**config.mk**
```make
export PLATFORM = sky130hd
export DESIGN_NAME = running_max_gray16_to_gray8
export DESIGN_NICKNAME = d
export VERILOG_FILES = /design/src/hdl/rmg_pkg.sv /design/src/hdl/running_max_gray16_to_gray8.sv /design/src/hdl/rmg_frame.sv /design/src/hdl/rmg_div.sv
export SDC_FILE = /design/constraint.sdc
export NUM_CORES = 1
export LEC_CHECK = 0
export BUFFER_PORTS_ARGS = -buffer_cell sky130_fd_sc_hd__buf_4
export CAP_MARGIN = 20
export CORE_MARGIN = 2
export CORE_UTILIZATION = 25
export CTS_CLUSTER_SIZE = 14
export DETAILED_ROUTE_END_ITERATION = 12
export GPL_ROUTABILITY_DRIVEN = 0
export PLACE_DENSITY = 0.37
export SLEW_MARGIN = 25
export SYNTH_ARGS = -nofsm -noshare
export SYNTH_HDL_FRONTEND = slang
export SYNTH_SLANG_ARGS = --single-unit
```
**constraint.sdc**
```tcl
create_clock -name i_clk -period 15.2 [get_ports i_clk]
set_input_delay 0.76 -clock i_clk [delete_from_list [all_inputs] [get_ports i_clk]]
set_output_delay 0.76 -clock i_clk [all_outputs]
set_load 0.01 [all_outputs]
```
**src/hdl/rmg_pkg.sv**
```systemverilog
// Shared constants and types for the running-maximum grey-level converter.
`default_nettype none
package rmg_pkg;

    // Pixel and result geometry.
    localparam int PIXEL_BITS = 16;
    localparam int GRAY_BITS  = 8;
    localparam int DVD_BITS   = PIXEL_BITS + GRAY_BITS;
    localparam int STEP_BITS  = $clog2(GRAY_BITS);

    // Frame geometry and pixel counting.
    localparam int DIM_BITS    = 10;
    localparam int MAX_PIXELS  = 262144;
    localparam int COUNT_BITS  = $clog2(MAX_PIXELS + 1);
    localparam int CMP_BITS    = (COUNT_BITS > 2 * DIM_BITS) ? COUNT_BITS : 2 * DIM_BITS;
    localparam int DIM_RESET   = 256;

    // Configuration register indexes.
    localparam logic CFG_FRAME_WIDTH  = 1'b0;
    localparam logic CFG_FRAME_HEIGHT = 1'b1;

    // Divider sequencer states.
    typedef enum logic {
        DIV_IDLE,
        DIV_RUN
    } t_div_state;

    // Control from the top level to the divider.
    typedef struct packed {
        logic start;
        logic stall;
    } t_div_ctl;

    // Status from the divider to the top level.
    typedef struct packed {
        logic busy;
        logic last_step;
    } t_div_sts;

    // Per-pixel result of the frame bookkeeping.
    typedef struct packed {
        logic [PIXEL_BITS-1:0] peak;
        logic                  mismatch;
    } t_frame_res;

endpackage
`default_nettype wire

```
**src/hdl/running_max_gray16_to_gray8.sv**
```systemverilog
// Top level: normalises 16-bit grey pixels to 8 bits against the frame's running peak.
// Each pixel is accepted, which updates the peak and count, and then goes through the
// eight steps of the bit-serial divider, one quotient bit per cycle unless the output stalls.
// Input ready stays low while the divider is busy, so a new pixel is taken only once
// the previous one has finished the divider's eight steps.
// Reset (synchronous, active low) clears the peak, the count and both handshakes,
// and sets width and height to 256.
`default_nettype none
module running_max_gray16_to_gray8 (
    input  wire         i_clk,
    input  wire         i_rst_n,
    // Configuration write port.
    input  wire         i_cfg_we,
    input  wire         i_cfg_index,
    input  wire  [9:0]  i_cfg_data,
    // Input stream.
    input  wire         s_axis_tvalid,
    output logic        s_axis_tready,
    input  wire  [15:0] s_axis_tdata,   // [15:0] pixel_value
    input  wire         s_axis_tlast,
    // Output stream.
    output logic        m_axis_tvalid,
    input  wire         m_axis_tready,
    output logic [7:0]  m_axis_tdata,   // [7:0] gray_value
    output logic        m_axis_tlast,
    output logic        m_axis_tuser    // [0] size_mismatch
);

    logic                               accept;
    logic [rmg_pkg::PIXEL_BITS-1:0]     pixel;
    logic [rmg_pkg::DVD_BITS-1:0]       dividend;
    rmg_pkg::t_frame_res                frame_res;
    rmg_pkg::t_div_ctl                  div_ctl;
    rmg_pkg::t_div_sts                  div_sts;
    logic [rmg_pkg::GRAY_BITS-1:0]      quot_next;
    logic                               out_load;

    logic                               r_pend_last;
    logic                               r_pend_mis;
    logic                               r_pend_zero;
    logic                               r_out_valid;
    logic [rmg_pkg::GRAY_BITS-1:0]      r_out_gray;
    logic                               r_out_last;
    logic                               r_out_mis;

    // Input transfer and the pixel times 255 as a shift and subtract.
    always_comb begin
        s_axis_tready = i_rst_n && !div_sts.busy;
        accept        = s_axis_tvalid && s_axis_tready;
        pixel         = s_axis_tdata[rmg_pkg::PIXEL_BITS-1:0];
        dividend      = {pixel, rmg_pkg::GRAY_BITS'(0)} - rmg_pkg::DVD_BITS'(pixel);
    end

    rmg_frame u_frame (
        .i_clk       (i_clk),
        .i_rst_n     (i_rst_n),
        .i_cfg_we    (i_cfg_we),
        .i_cfg_index (i_cfg_index),
        .i_cfg_data  (i_cfg_data),
        .i_accept    (accept),
        .i_pixel     (pixel),
        .i_last      (s_axis_tlast),
        .o_res       (frame_res)
    );

    // The divider holds its current step while a result is still unclaimed.
    always_comb begin
        div_ctl.start = accept;
        div_ctl.stall = r_out_valid && !m_axis_tready;
        out_load      = div_sts.last_step;
    end

    rmg_div u_div (
        .i_clk       (i_clk),
        .i_rst_n     (i_rst_n),
        .i_ctl       (div_ctl),
        .i_dividend  (dividend),
        .i_divisor   (frame_res.peak),
        .o_sts       (div_sts),
        .o_quot_next (quot_next)
    );

    // Side information travels with the pixel while it is in the divider.
    always_ff @(posedge i_clk) begin
        if (accept) begin
            r_pend_last <= s_axis_tlast;
            r_pend_mis  <= frame_res.mismatch;
            r_pend_zero <= (frame_res.peak == '0);
        end
    end

    // Output register: a zero peak gives a grey value of zero.
    always_ff @(posedge i_clk) begin
        if (!i_rst_n) begin
            r_out_valid <= 1'b0;
        end else if (out_load) begin
            r_out_valid <= 1'b1;
        end else if (m_axis_tready) begin
            r_out_valid <= 1'b0;
        end
    end

    always_ff @(posedge i_clk) begin
        if (out_load) begin
            r_out_gray <= r_pend_zero ? '0 : quot_next;
            r_out_last <= r_pend_last;
            r_out_mis  <= r_pend_mis;
        end
    end

    always_comb begin
        m_axis_tvalid = r_out_valid;
        m_axis_tdata  = r_out_gray;
        m_axis_tlast  = r_out_last;
        m_axis_tuser  = r_out_mis;
    end

endmodule
`default_nettype wire

```
**src/hdl/rmg_frame.sv**
```systemverilog
// Frame bookkeeping: geometry registers, running peak and pixel count.
`default_nettype none
module rmg_frame (
    input  wire                              i_clk,
    input  wire                              i_rst_n,
    input  wire                              i_cfg_we,
    input  wire                              i_cfg_index,
    input  wire  [rmg_pkg::DIM_BITS-1:0]     i_cfg_data,
    input  wire                              i_accept,
    input  wire  [rmg_pkg::PIXEL_BITS-1:0]   i_pixel,
    input  wire                              i_last,
    output rmg_pkg::t_frame_res              o_res
);

    logic [rmg_pkg::DIM_BITS-1:0]   r_width;
    logic [rmg_pkg::DIM_BITS-1:0]   r_height;
    logic [rmg_pkg::PIXEL_BITS-1:0] r_peak;
    logic [rmg_pkg::PIXEL_BITS-1:0] n_peak;
    logic [rmg_pkg::COUNT_BITS-1:0] r_count;
    logic [rmg_pkg::COUNT_BITS-1:0] n_count;
    logic [rmg_pkg::CMP_BITS-1:0]   expected;

    // The peak includes the current pixel; the count saturates at the maximum.
    always_comb begin
        n_peak = (i_pixel > r_peak) ? i_pixel : r_peak;
        if (r_count < rmg_pkg::COUNT_BITS'(rmg_pkg::MAX_PIXELS)) begin
            n_count = r_count + rmg_pkg::COUNT_BITS'(1);
        end else begin
            n_count = r_count;
        end
        expected = rmg_pkg::CMP_BITS'(r_width) * rmg_pkg::CMP_BITS'(r_height);
    end

    // The mismatch flag is only raised on the last pixel of a frame.
    always_comb begin
        o_res.peak     = n_peak;
        o_res.mismatch = i_last && (rmg_pkg::CMP_BITS'(n_count) != expected);
    end

    // Geometry registers are written through the configuration port.
    always_ff @(posedge i_clk) begin
        if (!i_rst_n) begin
            r_width  <= rmg_pkg::DIM_BITS'(rmg_pkg::DIM_RESET);
            r_height <= rmg_pkg::DIM_BITS'(rmg_pkg::DIM_RESET);
        end else if (i_cfg_we) begin
            case (i_cfg_index)
                rmg_pkg::CFG_FRAME_WIDTH:  r_width  <= i_cfg_data;
                rmg_pkg::CFG_FRAME_HEIGHT: r_height <= i_cfg_data;
                default: begin
                end
            endcase
        end
    end

    // Running state is cleared after the last pixel of each frame.
    always_ff @(posedge i_clk) begin
        if (!i_rst_n) begin
            r_peak  <= '0;
            r_count <= '0;
        end else if (i_accept) begin
            if (i_last) begin
                r_peak  <= '0;
                r_count <= '0;
            end else begin
                r_peak  <= n_peak;
                r_count <= n_count;
            end
        end
    end

endmodule
`default_nettype wire

```
**src/hdl/rmg_div.sv**
```systemverilog
// Bit-serial restoring divider producing one quotient bit per cycle while not stalled.
`default_nettype none
module rmg_div (
    input  wire                              i_clk,
    input  wire                              i_rst_n,
    input  wire  rmg_pkg::t_div_ctl          i_ctl,
    input  wire  [rmg_pkg::DVD_BITS-1:0]     i_dividend,
    input  wire  [rmg_pkg::PIXEL_BITS-1:0]   i_divisor,
    output rmg_pkg::t_div_sts                o_sts,
    output logic [rmg_pkg::GRAY_BITS-1:0]    o_quot_next
);

    rmg_pkg::t_div_state r_state;
    rmg_pkg::t_div_state n_state;

    logic [rmg_pkg::PIXEL_BITS-1:0] r_rem;
    logic [rmg_pkg::PIXEL_BITS-1:0] n_rem;
    logic [rmg_pkg::GRAY_BITS-1:0]  r_low;
    logic [rmg_pkg::GRAY_BITS-1:0]  r_quot;
    logic [rmg_pkg::PIXEL_BITS-1:0] r_div;
    logic [rmg_pkg::STEP_BITS-1:0]  r_step;
    logic [rmg_pkg::PIXEL_BITS:0]   trial;
    logic [rmg_pkg::PIXEL_BITS:0]   diff;
    logic                           q_bit;
    logic                           stepping;

    // One restoring step: bring down the next dividend bit and try a subtract.
    always_comb begin
        trial = {r_rem, r_low[rmg_pkg::GRAY_BITS-1]};
        diff  = trial - {1'b0, r_div};
        q_bit = !diff[rmg_pkg::PIXEL_BITS];
        if (q_bit) begin
            n_rem = diff[rmg_pkg::PIXEL_BITS-1:0];
        end else begin
            n_rem = trial[rmg_pkg::PIXEL_BITS-1:0];
        end
        o_quot_next = {r_quot[rmg_pkg::GRAY_BITS-2:0], q_bit};
    end

    // Next state of the sequencer.
    always_comb begin
        n_state = r_state;
        case (r_state)
            rmg_pkg::DIV_IDLE: begin
                if (i_ctl.start) begin
                    n_state = rmg_pkg::DIV_RUN;
                end
            end
            rmg_pkg::DIV_RUN: begin
                if (!i_ctl.stall && (r_step == rmg_pkg::STEP_BITS'(rmg_pkg::GRAY_BITS - 1))) begin
                    n_state = rmg_pkg::DIV_IDLE;
                end
            end
            default: n_state = rmg_pkg::DIV_IDLE;
        endcase
    end

    // Sequencer outputs.
    always_comb begin
        stepping        = 1'b0;
        o_sts.busy      = 1'b0;
        o_sts.last_step = 1'b0;
        case (r_state)
            rmg_pkg::DIV_IDLE: begin
            end
            rmg_pkg::DIV_RUN: begin
                o_sts.busy      = 1'b1;
                stepping        = !i_ctl.stall;
                o_sts.last_step = !i_ctl.stall &&
                    (r_step == rmg_pkg::STEP_BITS'(rmg_pkg::GRAY_BITS - 1));
            end
            default: begin
            end
        endcase
    end

    always_ff @(posedge i_clk) begin
        if (!i_rst_n) begin
            r_state <= rmg_pkg::DIV_IDLE;
            r_step  <= '0;
        end else begin
            r_state <= n_state;
            if (i_ctl.start) begin
                r_step <= '0;
            end else if (stepping) begin
                r_step <= r_step + rmg_pkg::STEP_BITS'(1);
            end
        end
    end

    // Datapath: the upper dividend bits seed the remainder, the low byte shifts in.
    always_ff @(posedge i_clk) begin
        if (i_ctl.start) begin
            r_rem  <= i_dividend[rmg_pkg::DVD_BITS-1:rmg_pkg::GRAY_BITS];
            r_low  <= i_dividend[rmg_pkg::GRAY_BITS-1:0];
            r_div  <= i_divisor;
            r_quot <= '0;
        end else if (stepping) begin
            r_rem  <= n_rem;
            r_low  <= {r_low[rmg_pkg::GRAY_BITS-2:0], 1'b0};
            r_quot <= o_quot_next;
        end
    end

endmodule
`default_nettype wire

```
==> flow_summary_export.csv <==
group,metric,value,unit
critical_path,required,15.37,ns
critical_path,rr_worst_depth,18,
routing,wl,28400,um
cts,numCtsBuffers,17,
routing,drtPass1Iterations,4,
cts,cts_buffer_depth,2,
min_path,min_path_type,"reg2reg",
synthesis,avgSynthCellArea,9.06,sq um
grt,grt_pass1_wl,45800,um
sta,fmax,175,MHz
final_layout,fin_area,11900,sq um
placement,dp.cells,1692,
cts,cts_root_buf,"clkbuf_16",
sta,min_period,5.73,ns
synthesis,yosysTopAreaCellShare,15.2,%
final_layout,post_route_cells_drive_above_1_share,7.59,%
floorplan,rows,75,
routing,ant_nets,0,
sta,rsz0062_at_grt,"false",
synthesis,synth_seq_area_share,28.0,%
power,powerDensity,108,nW/um^2
routing,post-route-drc-count,0,
sta,hold_viol,0,
routing,top_layer,"met4",
min_path,hold_depth,0,
placement,port_buffers,44,
status,outcome,"complete, no violations",
floorplan,ios,45,
cts,cts_setup_buffers,0,
cts,clkLatencyLatePin,0.43,ns
cts,cts_hold_repair.buffers,0,
critical_path,critPathKind,"reg2reg",
critical_path,cp-startpoint,"u_frame.r_width[3]",
critical_path,crit_chain,"nand2_1 > fa_1 > fa_1 > inv_1 > ha_1 > inv_1 > fa_1 > inv_1 > fa_1 > ha_1 > o21a_1 > o31a_1 > o21a_1 > or3_1 > a2111oi_0 > nand4_1 > nor4_1 > a41oi_1",
sta,finalSetupViolCount,0,
grt,grt_overflow_total,0,
sta,worstMarginPinSlew,0.930,ns
sta,slew_violations,0,
final_layout,layout.cells.non_filler,1725,
sta,holdWs,0.450,ns
power,p_leak,4.95,nW
grt,grt_usage,13.5,%
floorplan,die_h,209,um
synthesis,ys_top_cells_by_count,"nand2_1, inv_1, ha_1, dfxtp_1, xnor2_1",
routing,drt-met1-wl,14900,um
critical_path,crit_path_start_kind,"flop",
critical_path,worst_path_most_repeated_cell,"fa_1",
synthesis,synth_cells,1158,
min_path,holdPathEnd,"m_axis_tlast",
flow_run,max-cap-violations,0,
critical_path,r2r_end,"r_pend_mis",
routing,viasPerCell,4.56,
sta,period_share,37.7,%
grt,first_global_vias,8105,
routing,avgRoutedWirePerCell,16.5,um
cts,clock-sinks,120,
routing,drt_iter0_drc,429,
synthesis,yosysTopAreaCell,"edfxtp_1",
critical_path,r2r-start,"u_frame.r_width[3]",
floorplan,die_w,209,um
cts,clk_pin_slew_worst_paths,0.06,ns
power,ir_worst_vdd,115,uV
synthesis,synth_area,10500,sq um
grt,grt_max_degree,39,
grt,antenna_found_initial,0,
critical_path,endpoint_kind,"flop",
critical_path,arrival,5.89,ns
sta,tns,0,ns
final_layout,layout.nets,1368,
cts,postCtsResizedCells,0,
synthesis,synth_seq_cells,120,
synthesis,yosysMostFrequentCell,"nand2_1",
synthesis,synth_warnings,0,
sta,worst_slew_margin_rel,38.0,%
synthesis,yosysUniqueCellTypes,61,
critical_path,r2r_slack,9.47,ns
critical_path,cp_slowest_stage_delay,0.60,ns
critical_path,crit_fanout,11,
floorplan,start_util,25.2,%
placement,placed_area,11300,sq um
final_layout,antenna_cells,0,
final_layout,fin_util,28.6,%
synthesis,synth_edf_count,53,
critical_path,cp_slowest_cell,"dfxtp_1",
routing,dr_wl_met3,656,um
routing,met2WireLength,12500,um
synthesis,synth_nets,1353,
sta,skew,0.0103,ns
cts,htreeDepth,4,
floorplan,core,41700,sq um
final_layout,area_delta_synth_final,13.5,%
placement,dp_hpwl,21900,um
routing,routed-via-count,7861,
synthesis,synth_ff_type,"dfxtp_1",
cts,tritoncts,"yes",
synthesis,async_reset_ff_share,0,%
min_path,min_from,"r_pend_last",
synthesis,synth_area_leaders,"edfxtp_1, dfxtp_1, fa_1",
floorplan,fp.dieArea,43600,sq um
[flip-flops by register name, summed over array words and instances, names as in the netlist]
signal,cells
m_axis_tdata,8
m_axis_tlast,1
m_axis_tuser,1
m_axis_tvalid,1
r_pend_last,1
r_pend_mis,1
r_pend_zero,1
u_div.r_div,16
u_div.r_low,8
u_div.r_quot,7
u_div.r_rem,16
u_div.r_state,1
u_div.r_step,3
u_frame.r_count,19
u_frame.r_height,10
u_frame.r_peak,16
u_frame.r_width,10
[worst max-delay path by stage]
stage | to | depth (start not counted) | slack, ns
2_1_floorplan | r_pend_mis | 19 | 10.04
3_3_place_gp | r_pend_mis | 18 | 9.47
3_5_place_dp | r_pend_mis | 18 | 9.40
4_1_cts | r_pend_mis | 18 | 9.38
5_1_grt | r_pend_mis | 16 | 9.12
6_report | r_pend_mis | 18 | 9.47
[through the flow]
stage | power (mW) | worst slack (ns)
after floorplan | 0.783 | 10.04
after global placement | 0.895 | 9.47
after detailed placement | 0.894 | 9.40
after CTS | 1.30 | 9.38
after global routing | 1.37 | 9.12
final | 1.28 | 9.47
[critical path, delay by kind of cell (launching register included)]
family,cells,cell delay (ns)
buffers and inverters,3,0.14
and+or+nand+nor,4,0.89
DFF,1,0.60
adders and majority gates,6,2.65
AOI/OAI and AO/OA,5,1.17
[logic make-up after synthesis]
| group | share of synthesized area, % |
|---|---|
| mux | 4.11 |
| xor+xnor | 7.06 |
| buf+inv | 6.14 |
| simple gates | 16.5 |
| fa+ha+maj | 23.8 |
| compound gates | 14.4 |
| flops | 28.0 |
[where the power goes]
part	internal, mW	leakage (nW)	switching [mW]	total (mW)
combinational	0.211	3.63	0.252	0.463
clock	0.231	0.268	0.166	0.397
sequential	0.393	1.05	0.0279	0.421
total	0.835	4.95	0.446	1.28
[layout make-up]
cell class | count | area (sq um)
Timing Repair Buffer | 50 | 383
Sequential cell | 120 | 2930
Clock inverter | 12 | 119
Inverter | 114 | 428
Tap cell | 539 | 674
Fill cell | 4459 | 29800
Multi-Input combinational cell | 870 | 6930
Clock buffer | 20 | 447
[metal layers]
layer | global-route usage, % | up-vias
met5 | 0 | -
met4 | 3.84 | 0
met3 | 2.37 | 20
li1 | - | 3986
met2 | 21.5 | 83
met1 | 18.8 | 3772
[layout by cell type, fill, tap and decap left out, types with 6 or more instances in the layout]
cell type / instances
nand2b_1: 10
o31ai_1: 6
or3_1: 7
dfxtp_1: 67
nor4_1: 10
fa_1: 63
o21ai_0: 45
and2_1: 49
a21oi_1: 36
inv_1: 114
o21ai_1: 12
buf_4: 49
a22oi_1: 6
o21a_1: 20
nor2_1: 47
nand4_1: 20
edfxtp_1: 53
a21o_1: 15
a22o_1: 23
nor3_1: 10
mux2_1: 6
clkbuf_16: 17
nor2b_1: 20
xnor2_1: 66
and3_1: 8
o211ai_1: 6
mux2i_1: 33
xor2_1: 15
a21boi_0: 19
nand2_1: 156
ha_1: 99
nand3_1: 12
Power figures use the tool's default switching activity.
